`config.mk`:
```
export PLATFORM = sky130hd
export DESIGN_NAME = sorted_multiset_engine
export DESIGN_NICKNAME = d
export VERILOG_FILES = /design/src/sv/smc_pkg.sv /design/src/sv/smc_cell.sv /design/src/sv/sorted_multiset_engine.sv
export VERILOG_INCLUDE_DIRS = /design/src /design/src/sv
export SDC_FILE = /design/constraint.sdc
export NUM_CORES = 2
export LEC_CHECK = 0
export ABC_AREA = 1
export BUFFER_PORTS_ARGS = -buffer_cell sky130_fd_sc_hd__buf_2
export CORE_ASPECT_RATIO = 0.8
export CORE_MARGIN = 8
export CORE_UTILIZATION = 30
export CTS_CLUSTER_DIAMETER = 40
export DETAILED_ROUTE_END_ITERATION = 8
export GPL_TIMING_DRIVEN = 1
export RECOVER_POWER = 100
export SETUP_SLACK_MARGIN = 0.3
export SKIP_LAST_GASP = 1
export SYNTH_ARGS = -nofsm -noshare
export SYNTH_HDL_FRONTEND = slang
export SYNTH_SLANG_ARGS = --single-unit
```
`constraint.sdc`:
```
create_clock -name clk -period 5.9 [get_ports clk]
set_input_delay 0.295 -clock clk [delete_from_list [all_inputs] [get_ports clk]]
set_output_delay 0.295 -clock clk [all_outputs]
set_load 0.005 [all_outputs]
```
`src/sv/sorted_multiset_engine_macros.svh`:
```
// assertion macros for the sorted multiset engine
`ifndef SORTED_MULTISET_ENGINE_MACROS_SVH
`define SORTED_MULTISET_ENGINE_MACROS_SVH

`ifndef SYNTHESIS
`define SME_ASSERT_IMP(lbl, ck, rn, ante, cons, msg) \
	lbl: assert property (@(posedge ck) disable iff (!rn) (ante) |-> (cons)) else $error(msg);
`define SME_ASSERT_NXT(lbl, ck, rn, ante, cons, msg) \
	lbl: assert property (@(posedge ck) disable iff (!rn) (ante) |=> (cons)) else $error(msg);
`else
`define SME_ASSERT_IMP(lbl, ck, rn, ante, cons, msg)
`define SME_ASSERT_NXT(lbl, ck, rn, ante, cons, msg)
`endif

`endif

```
`src/sv/smc_pkg.sv`:
```
package smc_pkg;

	// operation codes carried in the request mode
	localparam logic [2:0] MODE_INSERT  = 3'd0;
	localparam logic [2:0] MODE_REM_ONE = 3'd1;
	localparam logic [2:0] MODE_REM_ALL = 3'd2;
	localparam logic [2:0] MODE_CLEAR   = 3'd3;
	localparam logic [2:0] MODE_FIND    = 3'd4;

	// result status codes
	localparam logic [1:0] ST_OK      = 2'd0;
	localparam logic [1:0] ST_MISSING = 2'd1;
	localparam logic [1:0] ST_FULL    = 2'd2;
	localparam logic [1:0] ST_EMPTY   = 2'd3;

	// cell operations broadcast along the chain
	localparam logic [1:0] OP_HOLD   = 2'd0;
	localparam logic [1:0] OP_INSERT = 2'd1;
	localparam logic [1:0] OP_SHIFT  = 2'd2;

	typedef struct packed {
		logic [1:0]  op;
		logic [31:0] value;
	} cell_ctl_t;

endpackage

```
`src/sv/smc_cell.sv`:
```
module smc_cell (
	input  logic              clk,
	input  smc_pkg::cell_ctl_t ctl,
	input  logic              occupied,
	input  logic [31:0]       left_val,
	input  logic              left_big,
	input  logic [31:0]       right_val,
	output logic [31:0]       val,
	output logic              big,
	output logic              eq
);

	logic [31:0] val_q;
	logic        ge;

	// compare against the broadcast value; empty cells rank above everything
	assign big = !occupied || ($signed(val_q) > $signed(ctl.value));
	assign ge  = $signed(val_q) >= $signed(ctl.value);
	assign eq  = occupied && (val_q == ctl.value);
	assign val = val_q;

	// insert opens a gap at the first larger cell, shift closes one at the match
	always_ff @(posedge clk) begin
		unique case (ctl.op)
			smc_pkg::OP_INSERT: begin
				if (left_big) begin
					val_q <= left_val;
				end else if (big) begin
					val_q <= ctl.value;
				end
			end
			smc_pkg::OP_SHIFT: begin
				if (ge) begin
					val_q <= right_val;
				end
			end
			default: begin
				val_q <= val_q;
			end
		endcase
	end

endmodule

```
`src/sv/sorted_multiset_engine.sv`:
```
// sorted multiset engine: keeps up to CAPACITY signed 32-bit values in
// ascending order in a chain of cells, each cell comparing its value with
// the request value and trading data with its neighbors.
// input channel s_*: tuser carries the mode (insert, remove one, remove
// each, clear, find), tdata the value. a request is taken only while the
// sequencer is idle.
// output channel m_*: one result per request with found, status, entry
// count, smallest and largest stored value.
// a request passes the accept, execute and result steps of the sequencer;
// remove each stays in the execute step until every occurrence is gone,
// since the chain closes one gap per cycle. a new request is taken only
// after the previous one has passed its execute and result steps.
// the output register parts both sides: a new request is accepted while a
// result waits; a stalled receiver holds the next result in the result
// step until the register frees.
// reset clears the entry count, the sequencer and the output valid; cell
// contents are not cleared and are only read below the entry count.
`include "sorted_multiset_engine_macros.svh"

module sorted_multiset_engine #(
	parameter int CAPACITY = 16
) (
	input  logic        clk,
	input  logic        arst_n,
	input  logic        s_tvalid,
	output logic        s_tready,
	input  logic [31:0] s_tdata,   // value[31:0]
	input  logic [2:0]  s_tuser,   // mode[2:0]
	output logic        m_tvalid,
	input  logic        m_tready,
	output logic [71:0] m_tdata,   // entry_count[4:0], smallest[36:5], largest[68:37], zero pad
	output logic [2:0]  m_tuser    // found[0], status[2:1]
);

	localparam int CNT_W = $clog2(CAPACITY + 1);

	localparam logic [1:0] S_IDLE   = 2'd0;
	localparam logic [1:0] S_EXEC   = 2'd1;
	localparam logic [1:0] S_RESULT = 2'd2;

	logic [1:0]       state_q;
	logic [CNT_W-1:0] cnt_q;
	logic [2:0]       mode_q;
	logic [31:0]      value_q;
	logic             first_q;
	logic             found_q;
	logic [1:0]       status_q;

	logic             m_tvalid_q;
	logic [71:0]      m_tdata_q;
	logic [2:0]       m_tuser_q;

	smc_pkg::cell_ctl_t ctl;
	logic [31:0]        cell_val [CAPACITY];
	logic [CAPACITY-1:0] cell_big;
	logic [CAPACITY-1:0] cell_eq;

	logic             any_eq;
	logic             empty;
	logic             full;
	logic [1:0]       exec_status;
	logic [CNT_W-1:0] exec_cnt;
	logic             exec_stay;
	logic [31:0]      largest;
	logic [31:0]      smallest;
	logic             out_free;

	assign s_tready = (state_q == S_IDLE);
	assign m_tvalid = m_tvalid_q;
	assign m_tdata  = m_tdata_q;
	assign m_tuser  = m_tuser_q;
	assign out_free = !m_tvalid_q || m_tready;

	assign any_eq = |cell_eq;
	assign empty  = (cnt_q == '0);
	assign full   = (cnt_q == CNT_W'(CAPACITY));

	// chain of cells
	for (genvar i = 0; i < CAPACITY; i++) begin : g_cell
		logic [31:0] lv;
		logic        lb;
		logic [31:0] rv;

		if (i == 0) begin : g_first
			assign lv = cell_val[0];
			assign lb = 1'b0;
		end else begin : g_mid
			assign lv = cell_val[i-1];
			assign lb = cell_big[i-1];
		end

		if (i == CAPACITY - 1) begin : g_last
			assign rv = cell_val[i];
		end else begin : g_inner
			assign rv = cell_val[i+1];
		end

		smc_cell u_cell (
			.clk       (clk),
			.ctl       (ctl),
			.occupied  (CNT_W'(i) < cnt_q),
			.left_val  (lv),
			.left_big  (lb),
			.right_val (rv),
			.val       (cell_val[i]),
			.big       (cell_big[i]),
			.eq        (cell_eq[i])
		);
	end

	// execute step: decide cell operation, status and new count
	always_comb begin
		ctl.value   = value_q;
		ctl.op      = smc_pkg::OP_HOLD;
		exec_status = smc_pkg::ST_OK;
		exec_cnt    = cnt_q;
		exec_stay   = 1'b0;
		if (state_q == S_EXEC) begin
			unique case (mode_q)
				smc_pkg::MODE_INSERT: begin
					if (full) begin
						exec_status = smc_pkg::ST_FULL;
					end else begin
						ctl.op   = smc_pkg::OP_INSERT;
						exec_cnt = cnt_q + CNT_W'(1);
					end
				end
				smc_pkg::MODE_REM_ONE, smc_pkg::MODE_REM_ALL: begin
					if (empty) begin
						exec_status = smc_pkg::ST_EMPTY;
					end else if (!any_eq) begin
						exec_status = smc_pkg::ST_MISSING;
					end else begin
						ctl.op    = smc_pkg::OP_SHIFT;
						exec_cnt  = cnt_q - CNT_W'(1);
						exec_stay = (mode_q == smc_pkg::MODE_REM_ALL);
					end
				end
				smc_pkg::MODE_CLEAR: begin
					exec_status = empty ? smc_pkg::ST_EMPTY : smc_pkg::ST_OK;
					exec_cnt    = '0;
				end
				default: begin
					if (empty) begin
						exec_status = smc_pkg::ST_EMPTY;
					end else if (!any_eq) begin
						exec_status = smc_pkg::ST_MISSING;
					end
				end
			endcase
		end
	end

	// smallest and largest from the settled chain
	always_comb begin
		largest = '0;
		for (int i = 0; i < CAPACITY; i++) begin
			if (cnt_q == CNT_W'(i + 1)) begin
				largest = largest | cell_val[i];
			end
		end
		smallest = empty ? 32'd0 : cell_val[0];
	end

	// sequencer and count
	always_ff @(posedge clk or negedge arst_n) begin
		if (!arst_n) begin
			state_q <= S_IDLE;
			cnt_q   <= '0;
			first_q <= 1'b0;
		end else begin
			unique case (state_q)
				S_IDLE: begin
					if (s_tvalid) begin
						state_q <= S_EXEC;
						first_q <= 1'b1;
					end
				end
				S_EXEC: begin
					cnt_q   <= exec_cnt;
					first_q <= 1'b0;
					if (!exec_stay) begin
						state_q <= S_RESULT;
					end
				end
				S_RESULT: begin
					if (out_free) begin
						state_q <= S_IDLE;
					end
				end
				default: begin
					state_q <= S_IDLE;
				end
			endcase
		end
	end

	// request capture and first-pass flags
	always_ff @(posedge clk) begin
		if (s_tvalid && s_tready) begin
			mode_q  <= s_tuser;
			value_q <= s_tdata;
		end
		if (state_q == S_EXEC && first_q) begin
			found_q  <= any_eq;
			status_q <= exec_status;
		end
	end

	// output register
	always_ff @(posedge clk or negedge arst_n) begin
		if (!arst_n) begin
			m_tvalid_q <= 1'b0;
		end else if (state_q == S_RESULT && out_free) begin
			m_tvalid_q <= 1'b1;
		end else if (m_tready) begin
			m_tvalid_q <= 1'b0;
		end
	end

	always_ff @(posedge clk) begin
		if (state_q == S_RESULT && out_free) begin
			m_tdata_q <= {3'd0, largest, smallest, 5'(cnt_q)};
			m_tuser_q <= {status_q, found_q};
		end
	end

	`SME_ASSERT_IMP(a_cnt_bound, clk, arst_n, 1'b1, cnt_q <= CNT_W'(CAPACITY), "count above capacity")
	`SME_ASSERT_NXT(a_accept_exec, clk, arst_n, s_tvalid && s_tready, state_q == S_EXEC, "accept did not start execute")
	`SME_ASSERT_NXT(a_insert_cnt, clk, arst_n, state_q == S_EXEC && mode_q == smc_pkg::MODE_INSERT && !full, cnt_q == $past(cnt_q) + CNT_W'(1), "insert did not grow count")
	`SME_ASSERT_IMP(a_sorted_head, clk, arst_n, cnt_q >= CNT_W'(2), $signed(cell_val[0]) <= $signed(cell_val[1]), "store out of order")

endmodule

```
# Word level (Yosys, flattened, before mapping)
# Cells that the tools add are included.
[totals]
reg_bits = 631
[classes]
addsub = 2
order_cmp = 47
eq_ne = 75
n_mux = 103
n_bitwise = 15
n_reduce_logical = 82
[op_table]
columns = ["op", "count"]
rows = [
  ["$mux W32", 62],
  ["$pmux W32 S2", 15],
  ["$eq A32 B32 Y1", 16],
  ["$gt A32 B32 Y1", 16],
  ["$ge A32 B32 Y1", 15],
  ["$or A32 B32 Y32", 15],
  ["$reduce_and A3 Y1", 16],
  ["$eq A5 B4 Y1 const B", 8],
  ["$lt A4 B5 Y1 const A", 8],
  ["$ne A3 B1 Y1 const B", 12],
  ["$ne A2 B1 Y1 const B", 16],
  ["$eq A5 B3 Y1 const B", 4],
  ["$lt A3 B5 Y1 const A", 4],
  ["$logic_and A1 B1 Y1", 19],
  ["$mux W2", 9],
  ["$logic_not A1 Y1", 17],
  ["$logic_or A1 B1 Y1", 17],
  ["$reduce_or A16 Y1", 1],
  ["$mux W5", 3],
  ["$pmux W5 S3", 1],
  ["$ne A2 B2 Y1 const B", 6],
  ["$eq A5 B2 Y1 const B", 2],
  ["$lt A1 B5 Y1 const A", 2],
  ["$lt A2 B5 Y1 const A", 2],
  ["other kinds (21)", 38],
]

# Longest topological paths before layout
[depth]
depth_word = 32
mapped_depth = 20
depth_no_buf = 19

# By module
# A second synthesis with hierarchy kept.
[unflattened]
hier_cells = 6877
area_unflattened_um2 = 50130.6
[by_module_without_submodules]
columns = ["mod", "instances", "cells_each", "area_per_inst_um2"]
rows = [
  ["smc_cell (g_cell[0].u_cell ...)", 15, 330, 2518.7],
  ["sorted_multiset_engine", 1, 1598, 9846.9],
  ["smc_cell (g_cell[15].u_cell)", 1, 329, 2503.7],
]

# Worst setup path before layout
# Ideal clock, no wire load.
[synth_timing]
kind = "register -> register"
startpoint = "reg value_q[31]"
endpoint = "reg g_cell[10].u_cell.val_q[0] (enable)"
setup_time_ns = 0.422
arrival_ns = 4.843
required_time_ns = 5.478
setup_slack_ns = 0.635
stages_incl_launch_ff = 21
path_buffers = 4
cell_sequence = "edfxtp_1 clkinv_1 clkbuf_1 ha_1 nand2_1 nor2_1 nand2_1 nor2_1 nand3_1 nand2_1 nor2_1 nand4_1 nand4_1 inv_1 ha_1 clkbuf_1 clkinv_1 clkbuf_1 buf_1 o21ai_0 nor2_1"
[synth_between]
elab_chain_len = 10
word_cells_on_any_way = 48
cone_classes = "order compare (3); eq/ne (20); mux (4); reduce/logical (21)"
[synth_rtl]
columns = ["item", "line_no", "rtl"]
rows = [
  ["start: declaration", "sorted_multiset_engine.sv:44", "logic [31:0] value_q;"],
  ["start signal: assignment", "sorted_multiset_engine.sv:202", "value_q <= s_tdata;"],
  ["$eq A32 B32 Y1", "smc_cell.sv:19", "assign eq = occupied && (val_q == ctl.value);"],
  ["$logic_and A1 B1 Y1", "smc_cell.sv:19", ""],
  ["$reduce_or A16 Y1 (*)", "sorted_multiset_engine.sv:74", "assign any_eq = |cell_eq;"],
  ["named net any_eq", "sorted_multiset_engine.sv:58", "logic any_eq;"],
  ["$mux W2 (*)", "sorted_multiset_engine.sv:131", "end else if (!any_eq) begin"],
  ["$mux W2 (*)", "sorted_multiset_engine.sv:129", "if (empty) begin"],
  ["$pmux W2 S2 (*)", "sorted_multiset_engine.sv:119", "unique case (mode_q)"],
  ["$mux W2 (*)", "sorted_multiset_engine.sv:118", "if (state_q == S_EXEC) begin"],
  ["$eq A2 B1 Y1 or $eq A2 B2 Y1 (tied branches)", "smc_cell.sv:24", "unique case (ctl.op)"],
  ["$ne A3 B2 Y1 (no source line), or another cell as far along", "--", ""],
  ["$reduce_and A3 Y1 (no source line) (*)", "--", ""],
  ["end signal: assignment", "smc_cell.sv:27", "val_q <= left_val;"],
  ["end signal: assignment", "smc_cell.sv:29", "val_q <= ctl.value;"],
  ["end signal: assignment", "smc_cell.sv:34", "val_q <= right_val;"],
  ["end: declaration", "smc_cell.sv:13", "logic [31:0] val_q;"],
]
# The timed path passes the listed nets; every way through them passes the cells marked *.
# A chain may end at the register's enable or synchronous reset.

# Final worst setup path
[layout_timing]
startpoint = "reg value_q[3]"
endpoint = "reg g_cell[13].u_cell.val_q[24] (enable)"
[layout_between]
elab_chain_len = 10
word_cells_on_any_way = 48
cone_classes = "order compare (3); eq/ne (20); mux (4); reduce/logical (21)"
[layout_rtl]
columns = ["item", "line_no"]
rows = [
  ["$eq A32 B32 Y1", "smc_cell.sv:19"],
  ["$logic_and A1 B1 Y1", "smc_cell.sv:19"],
  ["$reduce_or A16 Y1 (*)", "sorted_multiset_engine.sv:74"],
  ["named net any_eq", "sorted_multiset_engine.sv:58"],
  ["$mux W2 (*)", "sorted_multiset_engine.sv:131"],
  ["$mux W2 (*)", "sorted_multiset_engine.sv:129"],
  ["$pmux W2 S2 (*)", "sorted_multiset_engine.sv:119"],
  ["$mux W2 (*)", "sorted_multiset_engine.sv:118"],
  ["$eq A2 B1 Y1 or $eq A2 B2 Y1 (tied branches)", "smc_cell.sv:24"],
  ["$ne A3 B1 Y1 (no source line), or another cell as far along", "--"],
  ["$reduce_and A3 Y1 (no source line) (*)", "--"],
  ["end signal: assignment", "smc_cell.sv:27"],
  ["end signal: assignment", "smc_cell.sv:29"],
  ["end signal: assignment", "smc_cell.sv:34"],
  ["end: declaration", "smc_cell.sv:13"],
]
# Marks and branches as above.

==> reports/metrics.csv <==
metric;value;unit
die width;468;µm
worst reg2reg endpoint;g_cell[13].u_cell.val[24];
Clk Tree Root Cell;clkbuf_16;
crit path capture;g_cell[13].u_cell.val[24];
Tcrit/Tclk final;0.934;
R2R Setup Slk;390;ps
Routed WL per cell;24.7;µm
Nets;7093;
Remaining Overflow, GRT;0;
Area Growth Syn to Fin;17.3;%
TNS Setup;0;ps
Max Freq;182;MHz
setup bufs post-CTS;0;
DRC viols;0;
area of the die;177000;µm²
Worst-path clk slew;50;ps
Die Ht;377;µm
RSZ-0062 raised after global routing;false;
final hold violation count;0;
synthesized netlist cell count;6418;
Clock Path Buffers;3;
Worst-Skew Late Latency;790;ps
Cell Area, Synth;49000;µm²
ANT nets after route;0;
CP bufs+invs;7;
clk sink count;631;
first-pass GRT wire length;314000;µm
crit end category;flop;
H-tree level count;4;
Crit Path Category;flop to flop;
Initial Util;0.302;
Peak VDD IR;0.000295;V
vias in the first global route;45327;
GPL Wtd Cong;0.990;
delay-heaviest family, CP;buffers and inverters;
worst path cell trace;clkinv_1, buf_12, ha_1, nand2_1, inv_1, nand4_1, nor2_1, nand3_1, nand2_1, nor2_1, nand4_1, buf_4, nand4_1, inv_1, ha_4, inv_8, o21ai_0, nor2_4, clkbuf_1;
maximum fanout along the worst path;49;
Detailed Routing Iterations Pass 1;6;
DP HPWL;160000;µm
Post-synth ARST share;0.0143;
initial antenna violation count;8;
Seq/Total Area, Yosys;0.386;
min-delay worst type;input port to flop;
Core Rows;132;
via count;48811;
Max Cap Viol;5;
final worst path period need;5510;ps
outcome;complete, but fails checks;
actual slew at the worst max-slew pin;2890;ps
Worst path max stage delay;560;ps
Synthesis Warnings;0;
Levels on crit path;19;
drt first-iter violations;7055;
failing checks;capacitance limit, slew limit;
most frequent CP cell;nand4_1;
WP data required;6320;ps
Vias/cell;5.54;
Worst R2R Start;value_q[3];
# setup viols final;0;
pre-CTS setup slack;497;ps
Setup Skew;32.9;ps
CP startpoint kind;flop;
layout cell share with drive strength beyond 1;0.0780;
leakage power;0.0260;µW
Reg2Reg Depth;19;
# IOs;116;
slew margin rel.;-0.927;
slowest stage cell, crit path;nor2_4;
largest net degree at the start of global routing;174;
PwrDens;410;nW/µm²
Slew Viols, Final;167;
I/O Buffers;112;
Total GRT Usage;0.237;
Num CTS Buffers;148;
Critical path origin;value_q[3];
Top FF cell, synth;edfxtp_1;
Avg Inst Size Synth;7.63;µm²
number of synthesized register bits;631;
Yosys cell types;53;
CTS tree;done;
WP data arrival;5930;ps
Post-synth EDFFs;622;
area of the core;162000;µm²
final wirelength;217000;µm
final setup margin;391;ps
## power by group
group	internal, µW	leakage (µW)	switching [µW]
Clock	5550	0.00240	2860
Combinational	2400	0.0178	6600
Sequential	5840	0.00575	314
Total	13800	0.0260	9770
## sequential cells by signal (all words and copies together), names as in the netlist
register           count
g_cell.u_cell.val    512
m_tdata               69
value_q               32
cnt_q                  5
m_tuser                3
mode_q                 3
state_q                2
status_q               2
first_q                1
found_q                1
m_tvalid               1
## synth_stat cells (9+ instances only)
cell       number  area [µm²]
nand4_1        23         144
a21o_1         15         113
o21a_1         26         195
o22ai_1       123         769
nand3b_1       14         105
edfxtp_1      622       18700
a21oi_1       243        1220
inv_1         618        2320
clkinv_1       35         131
o2111ai_1      27         236
nor3_1         14        70.1
buf_4          36         270
buf_2          73         365
nand2_2        13        81.3
buf_1          35         131
clkbuf_1      192         721
a221oi_1       35         307
nand3_2        23         230
nor4_1         11        68.8
o21ai_0       164         821
ha_1          519        6490
inv_2          11        41.3
nand2_1      1916        7190
dfrtp_1         9         225
a211oi_1       14         105
a2111oi_0      16         140
nor2_1        298        1120
nand3_1      1239        6200
## repair_timing
action | in CTS | in global routing
hold buffers | 39 | 0
gates resized for setup | 0 | 6
setup endpoints to repair | 0 | 242
hold endpoints to repair | 48 | 0
## worst reg2reg max path: cells and delay by family, from the launching register on
kind            cells  cell delay, ps
buf+inv             7            2110
simple gates        9            1820
fa+ha+maj           2             660
flops               1             320
compound gates      1             260
## cells by family (layout without fill, tap and decap cells)
group	after synthesis	after routing	share of synthesized area
AND/OR/NAND/NOR	3573	3573	0.315
buffers and inverters	1010	1247	0.0831
AO/OA/AOI/OAI	681	681	0.0827
flip-flops	631	631	0.386
adder cells (fa/ha/maj)	519	519	0.133
XOR/XNOR	3	3	0.000537
other	1	5	0.0000766
## cells in the final DEF (no fill, tap or decap), types with 14 or more instances in the layout
master	n
buf_4	113
edfxtp_1	622
nor3_1	15
a211oi_1	14
nand3b_1	14
ha_1	518
clkbuf_2	15
nand4_1	23
nand3_1	1239
nand3_2	23
inv_1	617
nor2_1	283
clkinv_1	57
bufinv_16	21
nand2_2	14
clkbuf_1	91
nand2_1	1915
a21o_1	15
o2111ai_1	27
buf_12	21
a221oi_1	35
clkinvlp_4	17
o21a_1	26
a21oi_1	243
clkinv_2	22
o22ai_1	123
clkbuf_16	150
dlygate4sd3_1	39
buf_2	47
o21ai_0	164
a2111oi_0	16
## stage by stage
step / hold slack, ps / area [µm²] / power, µW / util / instances
CTS: 180 / 57600 / 23400 / 0.356 / 8801
floorplan: -0.591 / 49000 / 11500 / - / 6420
finish: 216 / 57500 / 23600 / 0.355 / 8803
global route: 209 / 57500 / 24500 / 0.355 / 8802
detailed placement: 176 / 52300 / 15000 / 0.323 / 8490
global placement: 171 / 52300 / 14900 / 0.323 / 8490
## per-layer routing
layer | part of all wire | track usage | vias up
met3 | 0.13 | 0.0744 | 412
met1 | 0.43 | 0.342 | 23178
met2 | 0.40 | 0.331 | 2976
met4 | 0.034 | 0.0801 | 2
li1 | - | - | 22243
met5 | 0.000032 | 0 | -
## layout make-up
| class | count | area (µm²) |
|---|---|---|
| Clock inverter | 103 | 1140 |
| Timing Repair Buffer | 309 | 2260 |
| Clock buffer | 169 | 3820 |
| Multi-Input combinational cell | 4779 | 26100 |
| Fill cell | 16840 | 105000 |
| Sequential cell | 631 | 18900 |
| Tap cell | 2144 | 2680 |
| Inverter | 666 | 2530 |
| Antenna cell | 2 | 5.00 |
## worst min-delay path by stage
stage,from,end,slack (ps),cells past startpoint
CTS,s_tuser[2],mode_q[2],180,2
finish,s_tuser[2],mode_q[2],220,2
global route,s_tdata[15],value_q[15],210,2
floorplan,arst_n,cnt_q[0],-0.6,0
detailed placement,arst_n,cnt_q[1],180,1
global placement,arst_n,cnt_q[1],170,1
No activity file was read; power rests on OpenSTA's default activity.
